## src/rtl/dcpe_pkg.sv

```systemverilog
package dcpe_pkg;

   // Fixed field widths of the request, response and control register
   localparam int SAMPLE_W = 12;
   localparam int CFG_W = 10;
   localparam int COUNT_W = 11;
   localparam int AVG_W = 12;
   localparam int REQ_TDATA_W = 16;
   localparam int RSP_TDATA_W = 48;
   localparam int RSP_TUSER_W = 2;

   // Channel length after reset
   localparam logic [CFG_W-1:0] CHAN_LEN_RESET = 10'd200;

   // Extreme slots, in publication order
   localparam int IDX_MAX_A = 0;
   localparam int IDX_MIN_A = 1;
   localparam int IDX_MAX_B = 2;
   localparam int IDX_MIN_B = 3;
   localparam int NUM_EXT = 4;

   // Mux select codes
   localparam logic CHAN_A = 1'b0;
   localparam logic CHAN_B = 1'b1;

   typedef logic [AVG_W-1:0] avg_type;

   // One response as handed from the core to the output stage
   typedef struct packed {
      logic averages_updated;
      logic next_channel;
      avg_type [NUM_EXT-1:0] avgs;
   } result_type;

endpackage

```

## src/rtl/dcpe_core.sv

```systemverilog
module dcpe_core import dcpe_pkg::*; #(
   parameter int AVG_LOG2 = 4,
   parameter int SAMPLE_BITS = 12
) (
   input  logic                clock,
   input  logic                reset,
   input  logic                step,
   input  logic [SAMPLE_W-1:0] sample,
   input  logic [CFG_W-1:0]    chan_len,
   output result_type          result
);

   localparam int SUM_W = SAMPLE_BITS + AVG_LOG2;
   localparam int WIN_W = AVG_LOG2 + 1;
   localparam logic [WIN_W-1:0] WIN_LAST = WIN_W'((1 << AVG_LOG2) - 1);
   localparam logic [SAMPLE_BITS-1:0] LOW_RESET = '1;

   logic [COUNT_W-1:0]     count_ff, count_in;
   logic [WIN_W-1:0]       window_ff, window_in;
   logic [SAMPLE_BITS-1:0] high_ff [2];
   logic [SAMPLE_BITS-1:0] high_in [2];
   logic [SAMPLE_BITS-1:0] low_ff [2];
   logic [SAMPLE_BITS-1:0] low_in [2];
   logic [SUM_W-1:0]       sums_ff [NUM_EXT];
   logic [SUM_W-1:0]       sums_in [NUM_EXT];
   avg_type [NUM_EXT-1:0]  avg_ff;
   avg_type [NUM_EXT-1:0]  avg_in;
   result_type             result_ff, result_in;

   logic [SAMPLE_BITS-1:0] smp;
   logic [CFG_W-1:0]       n;
   logic [COUNT_W-1:0]     n_ext, two_n, count_inc;
   logic                   chan, close, publish;
   logic [SAMPLE_BITS-1:0] high_upd [2];
   logic [SAMPLE_BITS-1:0] low_upd [2];
   logic [SUM_W-1:0]       ext [NUM_EXT];
   logic [SUM_W-1:0]       total [NUM_EXT];

   // Decode length, channel and period end
   assign smp = SAMPLE_BITS'(sample);
   assign n = (chan_len == '0) ? CFG_W'(1) : chan_len;
   assign n_ext = {1'b0, n};
   assign two_n = {n, 1'b0};
   assign chan = (count_ff < n_ext) ? CHAN_A : CHAN_B;
   assign count_inc = count_ff + COUNT_W'(1);
   assign close = (count_inc >= two_n);
   assign publish = close && (window_ff == WIN_LAST);
   assign count_in = close ? '0 : count_inc;
   assign window_in = publish ? '0 : (close ? window_ff + WIN_W'(1) : window_ff);

   // Update the tracker of the selected channel
   always_comb begin
      for (int c = 0; c < 2; c++) begin
         high_upd[c] = high_ff[c];
         low_upd[c] = low_ff[c];
         if (1'(c) == chan) begin
            if (smp > high_ff[c]) begin
               high_upd[c] = smp;
            end
            if (smp < low_ff[c]) begin
               low_upd[c] = smp;
            end
         end
         high_in[c] = close ? '0 : high_upd[c];
         low_in[c] = close ? LOW_RESET : low_upd[c];
      end
   end

   // Accumulate extremes at period end, publish by shift at block end
   always_comb begin
      ext[IDX_MAX_A] = SUM_W'(high_upd[0]);
      ext[IDX_MIN_A] = SUM_W'(low_upd[0]);
      ext[IDX_MAX_B] = SUM_W'(high_upd[1]);
      ext[IDX_MIN_B] = SUM_W'(low_upd[1]);
      for (int i = 0; i < NUM_EXT; i++) begin
         total[i] = sums_ff[i] + ext[i];
         sums_in[i] = publish ? '0 : (close ? total[i] : sums_ff[i]);
         avg_in[i] = publish ? AVG_W'(total[i] >> AVG_LOG2) : avg_ff[i];
      end
   end

   // Build the response
   always_comb begin
      result_in.averages_updated = publish;
      result_in.next_channel = (count_in < n_ext) ? CHAN_A : CHAN_B;
      for (int i = 0; i < NUM_EXT; i++) begin
         result_in.avgs[i] = avg_in[i];
      end
   end

   // Hold state between requests, advance on each step
   always_ff @(posedge clock) begin
      if (reset) begin
         count_ff <= '0;
         window_ff <= '0;
         for (int c = 0; c < 2; c++) begin
            high_ff[c] <= '0;
            low_ff[c] <= LOW_RESET;
         end
         for (int i = 0; i < NUM_EXT; i++) begin
            sums_ff[i] <= '0;
            avg_ff[i] <= '0;
         end
      end else if (step) begin
         count_ff <= count_in;
         window_ff <= window_in;
         high_ff <= high_in;
         low_ff <= low_in;
         sums_ff <= sums_in;
         avg_ff <= avg_in;
      end
   end

   always_ff @(posedge clock) begin
      if (step) begin
         result_ff <= result_in;
      end
   end

   assign result = result_ff;

   // Block counter stays within one averaging block
   a_window_range: assert property (@(posedge clock) disable iff (reset)
      window_ff <= WIN_LAST)
      else $error("window counter beyond block length");

   // A publication ends a period, so the mux returns to channel A
   a_publish_chan: assert property (@(posedge clock) disable iff (reset)
      step && publish |=> !result.next_channel)
      else $error("publication without return to channel A");

   // Published averages move only on a publication
   a_avg_hold: assert property (@(posedge clock) disable iff (reset)
      step && !publish |=> (avg_ff == $past(avg_ff)))
      else $error("averages changed outside a publication");

   // Channel A tracker holds at least one sample once a period is under way
   a_tracker_a: assert property (@(posedge clock) disable iff (reset)
      count_ff != '0 |-> high_ff[0] >= low_ff[0])
      else $error("channel A tracker empty mid-period");

endmodule

```

## src/rtl/dual_channel_peak_envelope_averager_top.sv

```systemverilog
// Channel   Direction  Ports                          Content
// req       in         req_tvalid/tready/tdata        one converter sample
// rsp       out        rsp_tvalid/tready/tdata/tuser  mux select, update flag, averages
// csr       in         csr_valid/ready/wdata          samples per channel
//
// One request per cycle sustained while the response side does not stall.
// Input register, then one update of trackers, accumulators and counters into
// the response register. Reset is synchronous; channel length returns to 200.
// A stalled response holds the input register, which then stalls the request side.
module dual_channel_peak_envelope_averager_top import dcpe_pkg::*; #(
   parameter int AVG_LOG2 = 4,
   parameter int SAMPLE_BITS = 12
) (
   input  logic                   clock,
   input  logic                   reset,
   input  logic                   req_tvalid,
   output logic                   req_tready,
   input  logic [REQ_TDATA_W-1:0] req_tdata,  // [11:0] sample
   output logic                   rsp_tvalid,
   input  logic                   rsp_tready,
   // [11:0] avg_max_a, [23:12] avg_min_a, [35:24] avg_max_b, [47:36] avg_min_b
   output logic [RSP_TDATA_W-1:0] rsp_tdata,
   output logic [RSP_TUSER_W-1:0] rsp_tuser,  // [0] next_channel, [1] averages_updated
   input  logic                   csr_valid,
   output logic                   csr_ready,
   input  logic [CFG_W-1:0]       csr_wdata
);

   logic [CFG_W-1:0]    len_ff;
   logic                req_valid_ff, req_valid_in;
   logic [SAMPLE_W-1:0] sample_ff;
   logic                rsp_valid_ff, rsp_valid_in;
   logic                advance, step;
   result_type          result;

   // Channel length register
   assign csr_ready = 1'b1;

   always_ff @(posedge clock) begin
      if (reset) begin
         len_ff <= CHAN_LEN_RESET;
      end else if (csr_valid && csr_ready) begin
         len_ff <= csr_wdata;
      end
   end

   // Pipeline flow: advance when the response slot is free or taken
   assign advance = !rsp_valid_ff || rsp_tready;
   assign step = req_valid_ff && advance;
   assign req_tready = !req_valid_ff || advance;
   assign req_valid_in = req_tready ? req_tvalid : req_valid_ff;
   assign rsp_valid_in = advance ? req_valid_ff : rsp_valid_ff;

   always_ff @(posedge clock) begin
      if (reset) begin
         req_valid_ff <= 1'b0;
         rsp_valid_ff <= 1'b0;
      end else begin
         req_valid_ff <= req_valid_in;
         rsp_valid_ff <= rsp_valid_in;
      end
   end

   // Capture the request sample
   always_ff @(posedge clock) begin
      if (req_tvalid && req_tready) begin
         sample_ff <= req_tdata[SAMPLE_W-1:0];
      end
   end

   dcpe_core #(
      .AVG_LOG2    (AVG_LOG2),
      .SAMPLE_BITS (SAMPLE_BITS)
   ) u_core (
      .clock    (clock),
      .reset    (reset),
      .step     (step),
      .sample   (sample_ff),
      .chan_len (len_ff),
      .result   (result)
   );

   // Drive the response
   assign rsp_tvalid = rsp_valid_ff;
   assign rsp_tdata = result.avgs;
   assign rsp_tuser = {result.averages_updated, result.next_channel};

endmodule
```

## config.mk

```make
export PLATFORM = sky130hd
export DESIGN_NAME = dual_channel_peak_envelope_averager_top
export DESIGN_NICKNAME = d
export VERILOG_FILES = /design/src/rtl/dcpe_pkg.sv /design/src/rtl/dcpe_core.sv /design/src/rtl/dual_channel_peak_envelope_averager_top.sv
export SDC_FILE = /design/constraint.sdc
export NUM_CORES = 1
export LEC_CHECK = 0
export BUFFER_PORTS_ARGS = -buffer_cell sky130_fd_sc_hd__buf_2
export CELL_PAD_IN_SITES_DETAIL_PLACEMENT = 1
export CELL_PAD_IN_SITES_GLOBAL_PLACEMENT = 1
export CORE_AREA = 5 5 179 181
export CTS_CLUSTER_DIAMETER = 150
export DETAILED_ROUTE_END_ITERATION = 16
export DIE_AREA = 0 0 184 186
export PLACE_DENSITY_LB_ADDON = 0.1
export SLEW_MARGIN = 10
export SYNTH_ARGS = -nofsm -noshare
export SYNTH_HDL_FRONTEND = slang
export SYNTH_SLANG_ARGS = --single-unit
```

## constraint.sdc

```tcl
create_clock -name clock -period 5.95 [get_ports clock]
set_clock_uncertainty 0.15 [all_clocks]
set_input_delay 0.2975 -clock clock [delete_from_list [all_inputs] [get_ports clock]]
set_output_delay 0.2975 -clock clock [all_outputs]
set_load 0.1 [all_outputs]
```

# == After elaboration in Yosys (flattened, before gate mapping) ==
# Index checks and enable logic that the tools add are counted.
# classes
n_addsub,6
order_cmp,7
n_eq_ne,1
muxes,29
n_reduce_logical,10
# op_table
cell,count
12-bit 2-to-1 mux,16
16-bit 2-to-1 mux,8
16-bit by 12-bit adder with 16-bit output,4
12-bit greater-than comparator,2
12-bit < comparator,2
11-bit by 10-bit < comparator with 1-bit output,2
"11-bit by 1-bit adder with 11-bit output, second input constant",1
11-bit >= comparator,1
11-bit 2-to-1 mux,1
10-bit logical NOT,1
10-bit 2-to-1 mux,1
5-bit 2-to-1 mux,2
"5-bit by 1-bit adder with 5-bit output, second input constant",1
"5-bit by 4-bit equality test with 1-bit output, second input constant",1
1-bit logical AND,3
1-bit logical NOT,2
1-bit logical OR,2
2-bit AND reduction,1
2-bit nonzero test,1
1-bit 2-to-1 mux,1
# totals
reg_bits,250
output_inout_bits,53

# == Longest topological paths before layout ==
# depth
ltp_word,7
mapped_depth,20

# == Hierarchy ==
# Synthesis repeated with hierarchy kept, for this count alone.
# hier_totals
cells_unflattened,1645
hier_area_um2,14639.0
# by_module_without_submodules
module,n_inst,cells_each,area_per_inst_um2
dcpe_core,1,1589,13822.0
dual_channel_peak_envelope_averager_top,1,56,817.0

# == Worst setup path before layout ==
# OpenSTA, ideal clock, no wires.
# synth_timing
path_kind,flip-flop to flip-flop
startpoint,register sample_ff[11]
endpoint,"register u_core.result_ff (netlist bit u_core.result[10]), data pin"
setup_time_ps,267
arrival_time_ps,4037
required_ps,5533
path_slack_ps,1496
stages_incl_launch_ff,17
path_buffers,1
period_less_slack_ps,4454
cell_sequence,edfxtp_1 -> ha_1 -> nand3_1 -> a2111oi_0 -> a211o_1 -> nor2_1 -> nor3_1 -> buf_4 -> mux2_2 -> ha_1 -> nand3b_1 -> a21boi_0 -> o31ai_1 -> o31ai_1 -> and3_1 -> xnor2_1 -> o21ai_0
# synth_lines
item,line,source
"start, declared",dual_channel_peak_envelope_averager_top.sv:31,logic [SAMPLE_W-1:0] sample_ff;
"start signal, assigned",dual_channel_peak_envelope_averager_top.sv:67,sample_ff <= req_tdata[SAMPLE_W-1:0];
"end signal, assigned",dcpe_core.sv:116,result_ff <= result_in;
"end, declared",dcpe_core.sv:28,"result_type result_ff, result_in;"

==> impl_metrics.toml <==
[outcome]
status = "finished clean"

[detailed_routing]
wl_per_cell_um = 19.7
dr_total_vias = 11800
highest_layer = "met4"
met3WireLength_um = 1410
via_per_inst = 5.66
met2_length_um = 21300
drt_wl_total_um = 41100
first_pass_iters = 4
wl_met1_um = 17400
first_iter_violations = 443
drc_errors = 0
postRouteAntennaNets = 0

[cells_and_area]
final_cell_area_um2 = 16500
antenna_cells = 0
final_cell_mix = "188 x dfxtp_1, 157 x nand2_1, 144 x nor2_1"
final_common_cell = "dfxtp_1"
nNetsFinal = 1836
drive_above_1_share_pct = 14.8
multi_input_area_um2 = 8040
seq_area_um2 = 5630
area_growth_pct = 15.5
fillCellCount = 3487
post-route-util_pct = 54.5

[worst_hold_path]
hold_path.class = "input pin to flip-flop"
worstHoldStart = "csr_valid"
holdPathStages = 3
hold_end = "len_ff[8]"

[synth]
synth_ff_type = "dfxtp_1"
synth_nets = 1736
async_flop_share_pct = 0
yosysTopAreaCellShare_pct = 26.4
ys_ff_latch = 250
yosysUniqueCellTypes = 66
netlist.top_cell.by_area = "dfxtp_1"
yosys_warnings = 0
synth-edff-count = 62
synth_area_leaders = "dfxtp_1 26%, edfxtp_1 13%, ha_1 12%"
syn_inst = 1563
syn_area_um2 = 14300
ys_seq_area_share_pct = 39.4
synth_area_per_cell_um2 = 9.13

[critical_path]
worstSetupPathType = "flip-flop to flip-flop"
worstPathRequired_ns = 6.08
rrSetupSlack_ns = 0.51
startpoint_type = "flip-flop"
ff2ff_path_depth = 17
reg2reg_to = "u_core.result[10]"
r2r_start = "sample_ff[8]"
end_kind = "flip-flop"
worstPathArrival_ns = 5.56
worstPathMaxFanout = 11

[clocking]
path_clk_slew_ns = 0.06
cts_buffer_depth = 3
cts_tree = "built"
root_buffer = "clkbuf_16"
clock-sinks = 250
cts_made_buffers = 29
clock_latency_ns = 0.57
post_cts_buffers = 0
cts_max_level = 1

[sta]
final.setup.tns_ns = 0
slew_headroom_pct = 35.5
rsz0062_at_grt = "false"
min_period_ns = 5.44
setup_viol = 0
min_period_over_period_pct = 91.4
maxSlewViolCount = 0
worstMarginPinSlew_ns = 0.968
layout_setup_ws_ns = 0.513
hold_violations = 0
fmax_ghz = 0.184
timing.hold.ws_ns = 0.0474

[place]
gp_congestion = 0.867
port_buffers = 78
dp_slack_ns = 0.483
place_hpwl_um = 29300
place_area_um2 = 15200

[die]
core_um2 = 30300
start_util_pct = 47.1
die-area_um2 = 34200
fp.dieH_um = 186
rows = 64
die_x_um = 184
ios = 84

[global_route]
grt_pass1_vias = 12600
grt.total_usage_pct = 23.7
grt_overflow_total = 0
grt_pass1_wl_um = 65600
grt_max_degree = 69
grt_antenna_before_repair = 0

[job]
maxCapViolCount = 0

[power_and_ir_drop]
powerDensity_nw_per_um2 = 254
vdd_drop_max_mv = 0.242
leakagePower_nw = 7.04
-- final cells by class --
| class | instances | share of cell area (%) |
|---|---|---|
| multi-input cells | 1156 | 48.8 |
| flip-flops and latches | 250 | 34.1 |
| repair buffers | 140 | 5.89 |
| clock buffers | 33 | 4.94 |
| well taps | 396 | 3.01 |
| inverters | 86 | 1.96 |
| clock inverters | 21 | 1.30 |
-- stage by stage --
step | total power [W] | cells
2_1_floorplan | 0.00219 | 1563
4_1_cts | 0.00424 | 2082
6_report | 0.00419 | 2082
3_3_place_gp | 0.00231 | 1998
3_5_place_dp | 0.00232 | 1998
5_1_grt | 0.00437 | 2082
-- power breakdown --
part	internal, W	leakage [nW]	switching [W]	total [W]
registers	0.00178	2.08	0.0000370	0.00182
logic	0.000145	4.46	0.000337	0.000482
clock network	0.00112	0.499	0.000776	0.00190
total	0.00305	7.04	0.00115	0.00419
-- critical path, cell delays in order (launching register included) --
cell	delay (ns)
edfxtp_1	0.67
ha_1	0.46
nand4_1	0.13
a2111oi_0	0.61
a211o_1	0.18
nor2_1	0.06
nor3_2	0.29
mux2_2	0.21
ha_1	0.16
inv_1	0.06
fa_1	0.41
nand3b_1	0.20
a21boi_0	0.29
o31ai_1	0.17
o31ai_1	0.50
and3_1	0.29
xnor2_1	0.18
o21ai_0	0.14
-- worst max-delay path by stage --
| stage | from | cells after the start | slack (ns) | to |
|---|---|---|---|---|
| final | sample_ff[8] | 17 | 0.51 | u_core.result[10] |
| after global routing | len_ff[5] | 18 | 0.19 | u_core.result[34] |
| after CTS | sample_ff[8] | 17 | 0.43 | u_core.result[10] |
| after detailed placement | sample_ff[8] | 16 | 0.48 | u_core.result[10] |
| after global placement | sample_ff[8] | 17 | 0.67 | u_core.result[10] |
| after floorplan | sample_ff[11] | 16 | 1.50 | u_core.result[10] |
-- layer usage --
metal / global-route usage, % / vias up
met2: 44.7 / 159
met3: 2.93 / 56
met1: 28.4 / 5813
met5: 0 / -
li1: - / 5765
met4: 6.21 / 0
-- timing repair --
item	4_1_cts	5_1_grt
hold buffers	30	0
hold endpoints to repair	24	0
resized for setup	0	0
-- flip-flops by register name, indices dropped and copies added, names as in the netlist, 10 cells and up --
register,count
u_core.result,50
u_core.high_ff,24
u_core.avg_ff,48
u_core.low_ff,24
len_ff,10
u_core.sums_ff,64
sample_ff,12
u_core.count_ff,11
-- cells by family (layout without fill, tap and decap cells) --
logic type      after synthesis  count (layout)  synth area share [%]
fa+ha+maj                   142             142                  12.7
simple gates                469             469                  14.9
flops                       250             250                  39.4
compound gates              366             366                  16.0
mux                         114             114                  8.58
xor+xnor                     64              64                  3.93
buf+inv                     157             280                  4.48
other cells                   1               1                0.0263
-- synth_stat cells, types with 9 or more instances --
cell type,instances
a211oi_1,31
a21o_1,26
a21oi_1,117
a22o_1,13
a22oi_1,13
a31oi_1,23
and3_1,9
buf_2,16
clkbuf_1,46
dfxtp_1,188
edfxtp_1,62
ha_1,138
inv_1,85
mux2_2,67
mux2i_1,47
nand2_1,159
nand3_1,23
nand3b_1,14
nand4_1,12
nor2_1,146
nor2b_1,16
nor3_1,51
o211ai_1,13
o21a_1,9
o21ai_0,77
xnor2_1,41
xor2_1,23
No activity file was read; power rests on OpenSTA's default activity.
